<file path="src/design/dq_pkg.sv">
`default_nettype none
package dq_pkg;

   localparam int DEPTH = 16;
   localparam int IDX_W = (DEPTH > 1) ? $clog2(DEPTH) : 1;
   localparam int CNT_W = $clog2(DEPTH + 1);

   typedef logic [IDX_W-1:0] idx_type;
   typedef logic [CNT_W-1:0] cnt_type;

   typedef enum logic [1:0] {
      MODE_PUSH_BACK  = 2'd0,
      MODE_PUSH_FRONT = 2'd1,
      MODE_POP_BACK   = 2'd2,
      MODE_POP_FRONT  = 2'd3
   } mode_type;

   typedef enum logic [1:0] {
      ST_DONE      = 2'd0,
      ST_POP_EMPTY = 2'd1,
      ST_PUSH_FULL = 2'd2
   } status_type;

   typedef enum logic [1:0] {
      S_IDLE,
      S_EXEC,
      S_FETCH,
      S_RESP
   } state_type;

   typedef struct packed {
      logic load;
      logic exec;
      logic fetch;
   } dq_cmd_type;

   typedef struct packed {
      logic needs_fetch;
   } dq_stat_type;

   function automatic idx_type next_idx(idx_type i);
      return (i == idx_type'(DEPTH - 1)) ? '0 : i + idx_type'(1);
   endfunction

   function automatic idx_type prev_idx(idx_type i);
      return (i == '0) ? idx_type'(DEPTH - 1) : i - idx_type'(1);
   endfunction

endpackage
`default_nettype wire

</file>
<file path="src/design/dq_ctrl.sv">
`default_nettype none
module dq_ctrl import dq_pkg::*; (
   input  wire         clock,
   input  wire         reset,
   input  wire         req_valid,
   output logic        req_stall,
   output logic        rsp_valid,
   input  wire         rsp_stall,
   input  dq_stat_type stat,
   output dq_cmd_type  cmd
);

   state_type state_ff, state_in;

   always_ff @(posedge clock) begin
      if (reset) begin
         state_ff <= S_IDLE;
      end else begin
         state_ff <= state_in;
      end
   end

   always_comb begin
      state_in  = state_ff;
      cmd       = '0;
      req_stall = 1'b1;
      rsp_valid = 1'b0;
      case (state_ff)
         S_IDLE: begin
            req_stall = 1'b0;
            if (req_valid) begin
               cmd.load = 1'b1;
               state_in = S_EXEC;
            end
         end
         S_EXEC: begin
            cmd.exec = 1'b1;
            state_in = stat.needs_fetch ? S_FETCH : S_RESP;
         end
         S_FETCH: begin
            cmd.fetch = 1'b1;
            state_in  = S_RESP;
         end
         S_RESP: begin
            rsp_valid = 1'b1;
            if (!rsp_stall) begin
               state_in = S_IDLE;
            end
         end
         default: state_in = S_IDLE;
      endcase
   end

endmodule
`default_nettype wire

</file>
<file path="src/design/dq_datapath.sv">
`default_nettype none
module dq_datapath import dq_pkg::*; (
   input  wire                clock,
   input  wire                reset,
   input  dq_cmd_type         cmd,
   output dq_stat_type        stat,
   input  wire         [1:0]  req_mode,
   input  wire signed  [31:0] req_push_value,
   output logic signed [31:0] rsp_front_value,
   output logic signed [31:0] rsp_rear_value,
   output logic               rsp_is_empty,
   output logic        [1:0]  rsp_status
);

   logic [31:0] mem [DEPTH];

   mode_type    mode_ff;
   logic [31:0] value_ff;
   idx_type     head_ff, head_in;
   idx_type     tail_ff, tail_in;
   cnt_type     count_ff, count_in;
   logic [31:0] front_ff, front_in;
   logic [31:0] rear_ff, rear_in;
   status_type  status_ff, status_in;
   logic [31:0] rd_ff;
   logic        wr_en;
   idx_type     wr_addr;
   idx_type     rd_addr;
   logic        full;
   logic        empty;

   assign full  = (count_ff == cnt_type'(DEPTH));
   assign empty = (count_ff == '0);

   assign stat.needs_fetch = (mode_ff == MODE_POP_BACK || mode_ff == MODE_POP_FRONT) &&
                             (count_ff > cnt_type'(1));

   always_comb begin
      head_in   = head_ff;
      tail_in   = tail_ff;
      count_in  = count_ff;
      front_in  = front_ff;
      rear_in   = rear_ff;
      status_in = status_ff;
      wr_en     = 1'b0;
      wr_addr   = tail_ff;
      rd_addr   = next_idx(head_ff);
      if (cmd.exec) begin
         status_in = ST_DONE;
         case (mode_ff)
            MODE_PUSH_BACK: begin
               if (full) begin
                  status_in = ST_PUSH_FULL;
               end else begin
                  wr_en    = 1'b1;
                  wr_addr  = tail_ff;
                  tail_in  = next_idx(tail_ff);
                  count_in = count_ff + cnt_type'(1);
                  rear_in  = value_ff;
                  if (empty) front_in = value_ff;
               end
            end
            MODE_PUSH_FRONT: begin
               if (full) begin
                  status_in = ST_PUSH_FULL;
               end else begin
                  wr_en    = 1'b1;
                  wr_addr  = prev_idx(head_ff);
                  head_in  = prev_idx(head_ff);
                  count_in = count_ff + cnt_type'(1);
                  front_in = value_ff;
                  if (empty) rear_in = value_ff;
               end
            end
            MODE_POP_BACK: begin
               rd_addr = prev_idx(prev_idx(tail_ff));
               if (empty) begin
                  status_in = ST_POP_EMPTY;
               end else begin
                  tail_in  = prev_idx(tail_ff);
                  count_in = count_ff - cnt_type'(1);
               end
            end
            MODE_POP_FRONT: begin
               rd_addr = next_idx(head_ff);
               if (empty) begin
                  status_in = ST_POP_EMPTY;
               end else begin
                  head_in  = next_idx(head_ff);
                  count_in = count_ff - cnt_type'(1);
               end
            end
            default: status_in = ST_DONE;
         endcase
      end
      if (cmd.fetch) begin
         if (mode_ff == MODE_POP_BACK) begin
            rear_in = rd_ff;
         end else begin
            front_in = rd_ff;
         end
      end
   end

   always_ff @(posedge clock) begin
      if (reset) begin
         head_ff  <= '0;
         tail_ff  <= '0;
         count_ff <= '0;
      end else begin
         head_ff  <= head_in;
         tail_ff  <= tail_in;
         count_ff <= count_in;
      end
   end

   always_ff @(posedge clock) begin
      if (cmd.load) begin
         mode_ff  <= mode_type'(req_mode);
         value_ff <= req_push_value;
      end
      front_ff  <= front_in;
      rear_ff   <= rear_in;
      status_ff <= status_in;
   end

   always_ff @(posedge clock) begin
      if (wr_en) begin
         mem[wr_addr] <= value_ff;
      end
      rd_ff <= mem[rd_addr];
   end

   assign rsp_is_empty    = empty;
   assign rsp_front_value = empty ? '0 : front_ff;
   assign rsp_rear_value  = empty ? '0 : rear_ff;
   assign rsp_status      = status_ff;

endmodule
`default_nettype wire

</file>
<file path="src/design/double_ended_queue.sv">
// Bounded deque of signed 32-bit values on a ring buffer of DEPTH entries.
// Request channel (req_valid/req_stall): one beat carries req_mode
// (0 push back, 1 push front, 2 pop back, 3 pop front) and req_push_value.
// Response channel (rsp_valid/rsp_stall): one beat per request with the front
// and rear values after the operation (both 0 when empty), rsp_is_empty and
// rsp_status (0 done, 1 pop on empty ignored, 2 push on full dropped).
// A beat is taken on a rising edge with valid high and stall low.
// The request is loaded on acceptance, executed in S_EXEC and answered in
// S_RESP; a pop that leaves entries behind passes through S_FETCH first,
// which takes the new front or rear from the memory's registered read port.
// One request is in flight at a time: req_stall is high from acceptance until
// the response beat is taken, so no new request is taken before the response
// of the last one is taken. While rsp_stall is high the response holds steady
// and no new request is taken.
// Synchronous active-high reset empties the queue (pointers and count to
// zero) and drops any request in flight; memory contents are not cleared.
`default_nettype none
module double_ended_queue import dq_pkg::*; (
   input  wire                clock,
   input  wire                reset,
   input  wire                req_valid,
   output logic               req_stall,
   input  wire         [1:0]  req_mode,
   input  wire signed  [31:0] req_push_value,
   output logic               rsp_valid,
   input  wire                rsp_stall,
   output logic signed [31:0] rsp_front_value,
   output logic signed [31:0] rsp_rear_value,
   output logic               rsp_is_empty,
   output logic        [1:0]  rsp_status
);

   dq_cmd_type  cmd;
   dq_stat_type stat;

   dq_ctrl u_ctrl (
      .clock     (clock),
      .reset     (reset),
      .req_valid (req_valid),
      .req_stall (req_stall),
      .rsp_valid (rsp_valid),
      .rsp_stall (rsp_stall),
      .stat      (stat),
      .cmd       (cmd)
   );

   dq_datapath u_datapath (
      .clock           (clock),
      .reset           (reset),
      .cmd             (cmd),
      .stat            (stat),
      .req_mode        (req_mode),
      .req_push_value  (req_push_value),
      .rsp_front_value (rsp_front_value),
      .rsp_rear_value  (rsp_rear_value),
      .rsp_is_empty    (rsp_is_empty),
      .rsp_status      (rsp_status)
   );

   a_rsp_blocks_req: assert property (@(posedge clock) disable iff (reset)
      rsp_valid |-> req_stall)
      else $error("request taken while response pending");

   a_no_early_rsp: assert property (@(posedge clock) disable iff (reset)
      (req_valid && !req_stall) |=> !rsp_valid)
      else $error("response in cycle after request");

   a_pop_empty_flag: assert property (@(posedge clock) disable iff (reset)
      (rsp_valid && rsp_status == ST_POP_EMPTY) |-> rsp_is_empty)
      else $error("pop on empty reported with entries present");

   a_push_full_flag: assert property (@(posedge clock) disable iff (reset)
      (rsp_valid && rsp_status == ST_PUSH_FULL) |-> !rsp_is_empty)
      else $error("push on full reported with queue empty");

endmodule
`default_nettype wire

</file>
<file path="config.mk">
export PLATFORM = sky130hd
export DESIGN_NAME = double_ended_queue
export DESIGN_NICKNAME = d
export VERILOG_FILES = /design/src/design/dq_pkg.sv /design/src/design/dq_ctrl.sv /design/src/design/dq_datapath.sv /design/src/design/double_ended_queue.sv
export SDC_FILE = /design/constraint.sdc
export NUM_CORES = 1
export LEC_CHECK = 0
export ABC_AREA = 1
export BUFFER_PORTS_ARGS = -buffer_cell sky130_fd_sc_hd__buf_2
export CAP_MARGIN = 15
export CORE_MARGIN = 3
export CORE_UTILIZATION = 62
export CTS_CLUSTER_DIAMETER = 40
export CTS_CLUSTER_SIZE = 16
export DETAILED_ROUTE_END_ITERATION = 8
export GPL_TIMING_DRIVEN = 0
export HOLD_SLACK_MARGIN = 0.05
export PLACE_DENSITY = 0.8
export SYNTH_ARGS = -nofsm -noshare
export SYNTH_HDL_FRONTEND = slang
export SYNTH_SLANG_ARGS = --single-unit
</file>
<file path="constraint.sdc">
create_clock -name clock -period 8.7 [get_ports clock]
set_input_delay 2.175 -clock clock [delete_from_list [all_inputs] [get_ports clock]]
set_output_delay 2.175 -clock clock [all_outputs]
set_load 0.05 [all_outputs]
</file>
## Word-level counts from Yosys, hierarchy flattened

Memory sizes are Yosys's and may differ from the RTL's. A register that Yosys moved wholly into a read port is not among the register bits.
Index checks and enable logic that the tools add are counted.

| operators by class | value |
|---|---|
| $add $sub $neg | 7 |
| muxes and demuxes | 53 |
| $lt $le $gt $ge | 1 |
| reduce and logical (&&, ||, !) cells | 16 |
| equality and inequality tests | 17 |

Operator list:

| operator | count |
|---|---|
| 32-bit 2-to-1 mux | 14 |
| 32-bit one-hot mux with 2 select lines | 2 |
| 4-bit 2-to-1 mux | 14 |
| 2-bit != test (second input constant) | 8 |
| 4-bit one-hot mux with 2 select lines | 2 |
| 1-bit 2-to-1 mux | 13 |
| 4-bit zero test | 3 |
| 4-bit by 1-bit subtractor with 4-bit output (second input constant) | 3 |
| 5-bit 2-to-1 mux | 2 |
| 5-bit one-hot mux with 2 select lines | 1 |
| 4-bit by 1-bit adder with 4-bit output (second input constant) | 2 |
| 2-bit == test (second input constant) | 4 |
| 4-bit == test (second input constant) | 2 |
| 2-bit one-hot mux with 4 select lines | 1 |
| 4-bit AND reduction | 2 |
| 2-bit 2-to-1 mux | 3 |
| 5-bit by 1-bit adder with 5-bit output (second input constant) | 1 |
| 5-bit == test (second input constant) | 1 |
| 5-bit by 1-bit greater-than comparator with 1-bit output (second input constant) | 1 |
| 5-bit zero test | 1 |
| 5-bit by 1-bit subtractor with 5-bit output (second input constant) | 1 |
| 2-bit by 1-bit == test with 1-bit output (second input constant) | 2 |
| 2-bit zero test | 2 |
| 2-bit one-hot mux with 2 select lines | 1 |
| 6 further kinds | 8 |

| storage, ports and cells | value |
|---|---|
| RAM bits | 512 |
| input port bits | 38 |
| register bits | 115 |
| memories kept | 1 |
| output and inout port bits | 69 |

Memories:

| memory | words | bits a word | rd ports | clocked after Yosys merged registers in | wr ports | RTL line | source |
|---|---|---|---|---|---|---|---|
| u_datapath.mem | 16 | 32 | 1 | 1 | 1 | dq_datapath.sv:15 | `logic [31:0] mem [DEPTH];` |

## Depth between registers and ports, before layout

Gate-level depths: netlist of the first run.

| logic depth | value |
|---|---|
| depth after elaboration | 7 |
| mapped depth | 14 |

## By module

From an unflattened synthesis of the first run, not the netlist that was laid out.

| second synthesis, totals | value |
|---|---|
| cell total of the unflattened synthesis | 3179 |
| area total of the unflattened synthesis | 29659.7 um^2 |

Modules (own cells, without submodules):

| module | sequential area each (um^2) | instances | area an instance (um^2) | cells an instance |
|---|---|---|---|---|
| dq_datapath | 18637.9 | 1 | 29448.2 | 3152 |
| dq_ctrl | 40.0 | 1 | 211.5 | 27 |

## Worst setup path before layout of the first run

OpenSTA, ideal clock, no wires.

| timing path | value |
|---|---|
| path type | reg2out |
| from | register u_datapath.count_ff[0] |
| to | output port rsp_front_value[0] |
| buffers on the path | 2 |
| data arrival time | 1719 ps |
| cell stages (with the launch flop) | 8 |
| setup slack | 4806 ps |
| data required time | 6525 ps |
| cells stage by stage | dfxtp_1 inv_1 ha_1 nand3_2 clkbuf_1 clkbuf_1 nand2_1 inv_1 |

| between the ends | value |
|---|---|
| cells in the longest elaborated chain, start to end | 2 |

Ends and longest elaborated chain:

| element | RTL line | source |
|---|---|---|
| from (decl) | dq_datapath.sv:21 | `cnt_type count_ff, count_in;` |
| from (signal assigned) | dq_datapath.sv:113 | `count_ff <= count_in;` |
| 5-bit zero test | dq_datapath.sv:33 | `assign empty = (count_ff == '0);` |
| 32-bit 2-to-1 mux | dq_datapath.sv:135 | `assign rsp_front_value = empty ? '0 : front_ff;` |
| to (decl) | double_ended_queue.sv:27 | `output logic signed [31:0] rsp_front_value,` |

No other way between the ends.

## Worst setup path in the final report of the first run

| timing path | value |
|---|---|
| from | register u_datapath.count_ff[0] |
| to | output port rsp_front_value[18] |

Same word-level chain as after synthesis.

==> results of run 1 <==
==> stage by stage <==
stage                     cells  instance area, um2  total power [W]  worst slack, ns
after floorplan            3030               29500         0.007595            4.806
after global placement     3743               30790         0.009139            3.288
after detailed placement   3760               31270         0.009296            4.097
after CTS                  3922               34270          0.01292            3.419
after global routing       3922               34270          0.01361            3.259
final                      3922               34270          0.01304            3.427
==> flip-flops by register name, indices dropped and copies added, names as in the netlist <==
| signal | cells |
|---|---|
| u_datapath.mem | 512 |
| u_datapath.front_ff | 32 |
| u_datapath.rd_ff | 32 |
| u_datapath.rear_ff | 32 |
| u_datapath.value_ff | 32 |
| u_datapath.count_ff | 5 |
| u_datapath.head_ff | 4 |
| u_datapath.tail_ff | 4 |
| u_ctrl.state_ff | 2 |
| u_datapath.mode_ff | 2 |
| u_datapath.rsp_status | 2 |
==> path summary, 6_finish.rpt <==
path                          startpoint  slack, ns  cells after the start                     end
setup reg to reg      u_ctrl.state_ff[1]       4.52                     12   u_datapath.mem[0][12]
setup / recovery  u_datapath.count_ff[0]       3.43                      8     rsp_front_value[18]
hold reg to reg      u_datapath.rd_ff[1]       0.47                      2  u_datapath.front_ff[1]
hold / removal       u_datapath.rd_ff[1]       0.47                      2  u_datapath.front_ff[1]
==> tightest hold or removal path, stage by stage, from the launching register on <==
cell	delay (ns)
dfxtp_1	0.30
nand3_1	0.07
o21ai_1	0.06
==> routing by layer <==
layer / track usage (%) / wire, um / up-vias
li1: - / - / 10790
met1: 46.54 / 33250 / 11278
met2: 58.20 / 42170 / 1717
met3: 7.561 / 10400 / 331
met4: 17.73 / 4645 / 2
met5: 0 / 17 / -
==> kinds of logic (layout without fill, tap and decap cells) <==
logic type,count (synthesis),count (layout),share of synthesized area (%)
compound gates,285,285,5.433
fa+ha+maj,16,16,0.6786
xor+xnor,5,5,0.1485
flops,659,659,63.31
buf+inv,416,701,6.116
simple gates,1649,1649,24.31
==> layout make-up <==
| type | instances | area share (%) |
|---|---|---|
| flip-flops and latches | 659 | 54.50 |
| multi-input cells | 1955 | 26.67 |
| clock buffers | 92 | 6.466 |
| plain buffers | 195 | 2.844 |
| repair buffers | 123 | 2.607 |
| inverters | 221 | 2.421 |
| clock inverters | 70 | 2.278 |
| well taps | 607 | 2.216 |
==> Yosys cell counts <==
master / number
o211ai_1: 62
xnor2_1: 2
o21ai_1: 25
buf_4: 26
clkbuf_1: 49
edfxtp_1: 548
buf_1: 4
nand4_1: 42
o21ai_2: 1
nand3b_1: 32
ha_1: 16
or2_0: 7
dfxtp_1: 111
nand3_1: 493
o31ai_1: 2
inv_2: 8
nor3_4: 1
nand3_4: 1
nor3_1: 1
o21ai_0: 145
o2111ai_1: 1
inv_1: 213
nand2_2: 5
a31oi_1: 1
xor2_1: 3
or2_2: 8
nand3_2: 2
o22a_1: 2
nor2_4: 1
or2_1: 13
a21oi_1: 46
nand2_1: 965
nor2_1: 74
buf_2: 116
nor2_2: 4
==> layout by cell type (no fill, tap or decap), types with 7 or more instances in the layout <==
cell	n
or2_1	13
buf_12	14
nand4_1	42
nor2_4	17
nand3b_1	32
clkinv_2	10
o211ai_1	62
nand2_1	965
buf_4	26
inv_1	212
inv_6	17
edfxtp_1	548
buf_2	222
o21ai_0	145
clkbuf_1	52
o21ai_1	25
nor2_1	58
clkbuf_16	87
or2_0	7
or2_2	8
nand3_1	493
dfxtp_1	111
ha_1	16
inv_8	12
a21oi_1	46
inv_2	9
==> power by group through the flow <==
stage / sequential [W] / combinational (W) / clock, W
floorplan: 0.00422 / 0.00337 / 0
global placement: 0.00443 / 0.00471 / 0
detailed placement: 0.00444 / 0.00485 / 0
CTS: 0.00438 / 0.00489 / 0.00365
global route: 0.00444 / 0.00538 / 0.00379
finish: 0.00441 / 0.00500 / 0.00363
==> metrics.txt, run 1 <==
status completed; Synth Instances 3030; arrival time at the worst endpoint 3.10 ns; worst path cell trace inv_1, ha_1, nand3_2, clkbuf_1, clkbuf_1, nand2_1, inv_1, buf_2; gr ovfl total 0; first-pass GRT wire length 135600 um; Synth area leaders edfxtp_1 56%, nand2_1 12%, nand3_1 8.4%; #FFs+latches synth 659; GRT Resource Usage Total 35.91%; # DRC 0; drt initial violations 3554; num rows 79; drt pass-1 iters 6; Max Root-Sink Buffers 3; sequential share of power 33.8%; Worst Hold Class flop to flop; CTS sink count 659; total of max-cap violations 0; slowest CP cell clkbuf_1; via count 24118; share of layout cells above drive strength 1 14.12%; CORE AREA 0.04675 mm2; # IOs 107; Worst-Skew Late Latency 0.64 ns; largest net degree at the start of global routing 34; maximum fanout along the worst path 10; Final ANT Viol Nets 0; switching share of power 43.71%; CP required 6.53 ns; Int Pwr 0.007339 W; Final Hold Viols 0; switching power 0.005698 W; post-DP HPWL 60870 um; Mapped Area 0.02950 mm2; Die Y 224.1 um; FF+latch area 0.01868 mm2; Gate power share 38.3%; routed wire length 90480 um; period utilisation layout 60.61%; critical path endpoint category output port; clk slew on worst S/H paths 0.06 ns; worst-margin pin slew 1.035 ns; WS Path Type flop to output port; Clock Power Share 27.9%; Synthesized Nets 3084; unique cell type count in the Yosys netlist 35; top-area cell type share of the netlist area 55.78%; syn avg cell area 9.736 um2; fillcell total 3151; fmax 189.7 MHz; setup bufs post-CTS 0; Synth warnings 0; Startpoint Class flop; Multi-input gate area 0.009139 mm2; final core occ 73.30%; pwr dens 380.4 mW/mm2; Worst path max stage delay 0.54 ns; Hold Slack 0.4713 ns; GPL Wtd Cong 0.9951; CTS Hold Bufs 0; H-tree depth 3; Initial Utilization 63.10%; Max Clock Skew 0.03610 ns; CTS root buf clkbuf_16; # nets final 3296; LEAKAGE 14.43 nW; cell family with most CP delay buffers and inverters; setup TNS 0 ns; Num CTS Buffers 87; Synth area leader edfxtp_1; Routed wire per std cell 23.07 um; final setup fails 0; Seq/Total Area, Yosys 63.31%; CTS tree done; minimum clock period 5.273 ns; vias per cell 6.149; Rel. slew slack 30.99%; diode count 0; initial antenna violation count 2; Chip Width 224.1 um; PortBufs 106; maximum vdd ir drop 0.3336 mV; die area 0.05023 mm2; Buf+Inv Stages, Crit Path 5; number of global-route vias before repair 23199; RSZ-0062 raised after global routing false; Post-CTS Resized 0; Layout Area Growth over Synthesis 16.17%; Final Max Slew Viols 0
Power figures use the tool's default switching activity.
==> run 2, diff against run 1 <==
Settings changed: CORE_UTILIZATION 62 to 56, PLACE_DENSITY 0.8 to 0.76.
Clock period 8.7 ns to 4.6 ns, I/O delays scaled along.
==> run 2 against run 1 <==
Worst setup slack lost 3.2 ns. Die area grew 10%. Global-route usage fell by 3.5 points. Critical path depth did not move. Register-to-register slack lost 4.0 ns. Sequential cell count did not move. Largest cell class unchanged. Highest routed layer unchanged.
==> metrics.txt, run 2 (synthesis results as in run 1) <==
max FFs per register 512 (unchanged); first-pass GRT wire length 137800 um (+1.6%); drt pass-1 iters 6 (unchanged); Buf+Inv Stages, Crit Path 5 (unchanged); pwr dens 726.7 mW/mm2 (+91%); pre-CTS WS 0.6835 ns (-3.414 ns); Layout Area Growth over Synthesis 17.01%; CTS tree done; WS Path Type flop to output port; RSZ-0062 raised after global routing false; H-tree depth 3 (unchanged); final core occ 66.75% (-6.6 points); commonest non-fill, non-tap cell in the layout nand2_1; # DRC 0 (unchanged); commonest cells after routing, fill and taps aside 965 x nand2_1, 548 x edfxtp_1, 493 x nand3_1; num rows 83 (+5.1%); R2R setup slack 0.54 ns (-3.98 ns); diode count 0 (unchanged); fmax 229.6 MHz; die area 0.05547 mm2 (+10%); CTS Hold Bufs 0 (unchanged); Startpoint Class flop; PnR worst setup slack 0.2453 ns (-3.182 ns); Initial Utilization 57.04% (-6.1 points); via count 24184 (+0.27%); Worst-Skew Late Latency 0.66 ns (+0.02 ns); Final ANT Viol Nets 0 (unchanged); critical path endpoint category output port; GPL Wtd Cong 0.9637 (-3.2%); post-DP HPWL 61840 um (+1.6%); routed wire length 91720 um (+1.4%); CP required 3.45 ns (-3.08 ns); status completed; CTS root buf clkbuf_16; Worst path max stage delay 0.60 ns (+0.06 ns); largest net degree at the start of global routing 33 (-2.9%); total of max-cap violations 0 (unchanged); maximum vdd ir drop 0.5557 mV (+67%); Final Hold Viols 0 (unchanged); Hold Slack 0.4792 ns (+0.007902 ns); PortBufs 106 (unchanged); Largest Register u_datapath.mem; minimum clock period 4.355 ns; maximum fanout along the worst path 10 (unchanged); GRT Resource Usage Total 32.45% (-3.5 points); # IOs 107 (unchanged); setup bufs post-CTS 0 (unchanged); arrival time at the worst endpoint 3.20 ns (+0.10 ns); CORE AREA 0.05172 mm2 (+11%); Rel. slew slack 30.97% (about the same); Routed wire per std cell 22.95 um (-0.51%); final setup fails 0 (unchanged); slowest CP cell clkbuf_1; Max Root-Sink Buffers 3 (unchanged); drt initial violations 3157 (-11%); worst path cell trace inv_1, ha_1, nand3_2, clkbuf_1, clkbuf_1, nand2_1, inv_1, buf_2; Worst Hold Class flop to flop; # nets final 3297 (+0.030%); gr ovfl total 0 (unchanged); share of layout cells above drive strength 1 14.14% (+0.026 points); cell family with most CP delay buffers and inverters; Chip Width 235.5 um (+5.1%); worst-margin pin slew 1.035 ns (+0.0002703 ns); Max Clock Skew 0.05008 ns (+0.01398 ns); CTS sink count 659 (unchanged); Num CTS Buffers 88 (+1.1%); initial antenna violation count 3 (+1); Final Max Slew Viols 0 (unchanged); number of global-route vias before repair 23594 (+1.7%); vias per cell 6.052 (-1.6%); Post-CTS Resized 0 (unchanged); clk slew on worst S/H paths 0.05 ns (about the same); Die Y 235.5 um (+5.1%); LEAKAGE 14.49 nW (+0.38%); period utilisation layout 94.67%
[run 2: through the flow]
| stage | instance area [um2] | power, W | setup TNS, ns | instances |
|---|---|---|---|---|
| final | 34520 | 0.02509 | 0 | 3996 |
| after global routing | 34520 | 0.02616 | 0 | 3996 |
| after CTS | 34520 | 0.02488 | 0 | 3996 |
| after detailed placement | 31360 | 0.01768 | 0 | 3833 |
| after global placement | 30880 | 0.01739 | -355.25 | 3816 |
| after floorplan | 29500 | 0.01436 | 0 | 3030 |
[run 2: tightest hold or removal path: stages, from the launching register on]
cell     delay, ns
dfxtp_1       0.32
o21ai_0       0.08
inv_1         0.05
[run 2: worst paths after layout]
kind                                          endpoint  cells past startpoint              startpoint
worst min-delay path            u_datapath.rear_ff[29]                      2    u_datapath.rd_ff[29]
worst max-delay path               rsp_front_value[28]                      8  u_datapath.count_ff[0]
worst max register to register   u_datapath.mem[0][14]                     12      u_ctrl.state_ff[1]
worst min register to register  u_datapath.rear_ff[29]                      2    u_datapath.rd_ff[29]
[run 2: layout make-up]
type,count,area [um2]
clock buffers,99,2357
well taps,680,850.8
fillers,3924,17200
multi-input cells,1955,9139
flip-flops and latches,659,18680
plain buffers,195,974.7
inverters,221,829.5
repair buffers,123,885.9
clock inverters,64,804.5
[run 2: metal layers]
layer  track usage, %  wire length [um]  up-vias
met1            42.42             34810    11442
met4            16.52              4707        4
met3            5.869              9347      338
met2            52.36             42830     1616
li1                 -                 -    10784
met5                0                25        -
[run 2: power by group]
group / leakage [nW] / switching (W) / internal [W]
logic: 7.09 / 0.00712 / 0.00247
registers: 5.88 / 0.000886 / 0.00742
clock network: 1.52 / 0.00283 / 0.00436
total: 14.5 / 0.0108 / 0.0142
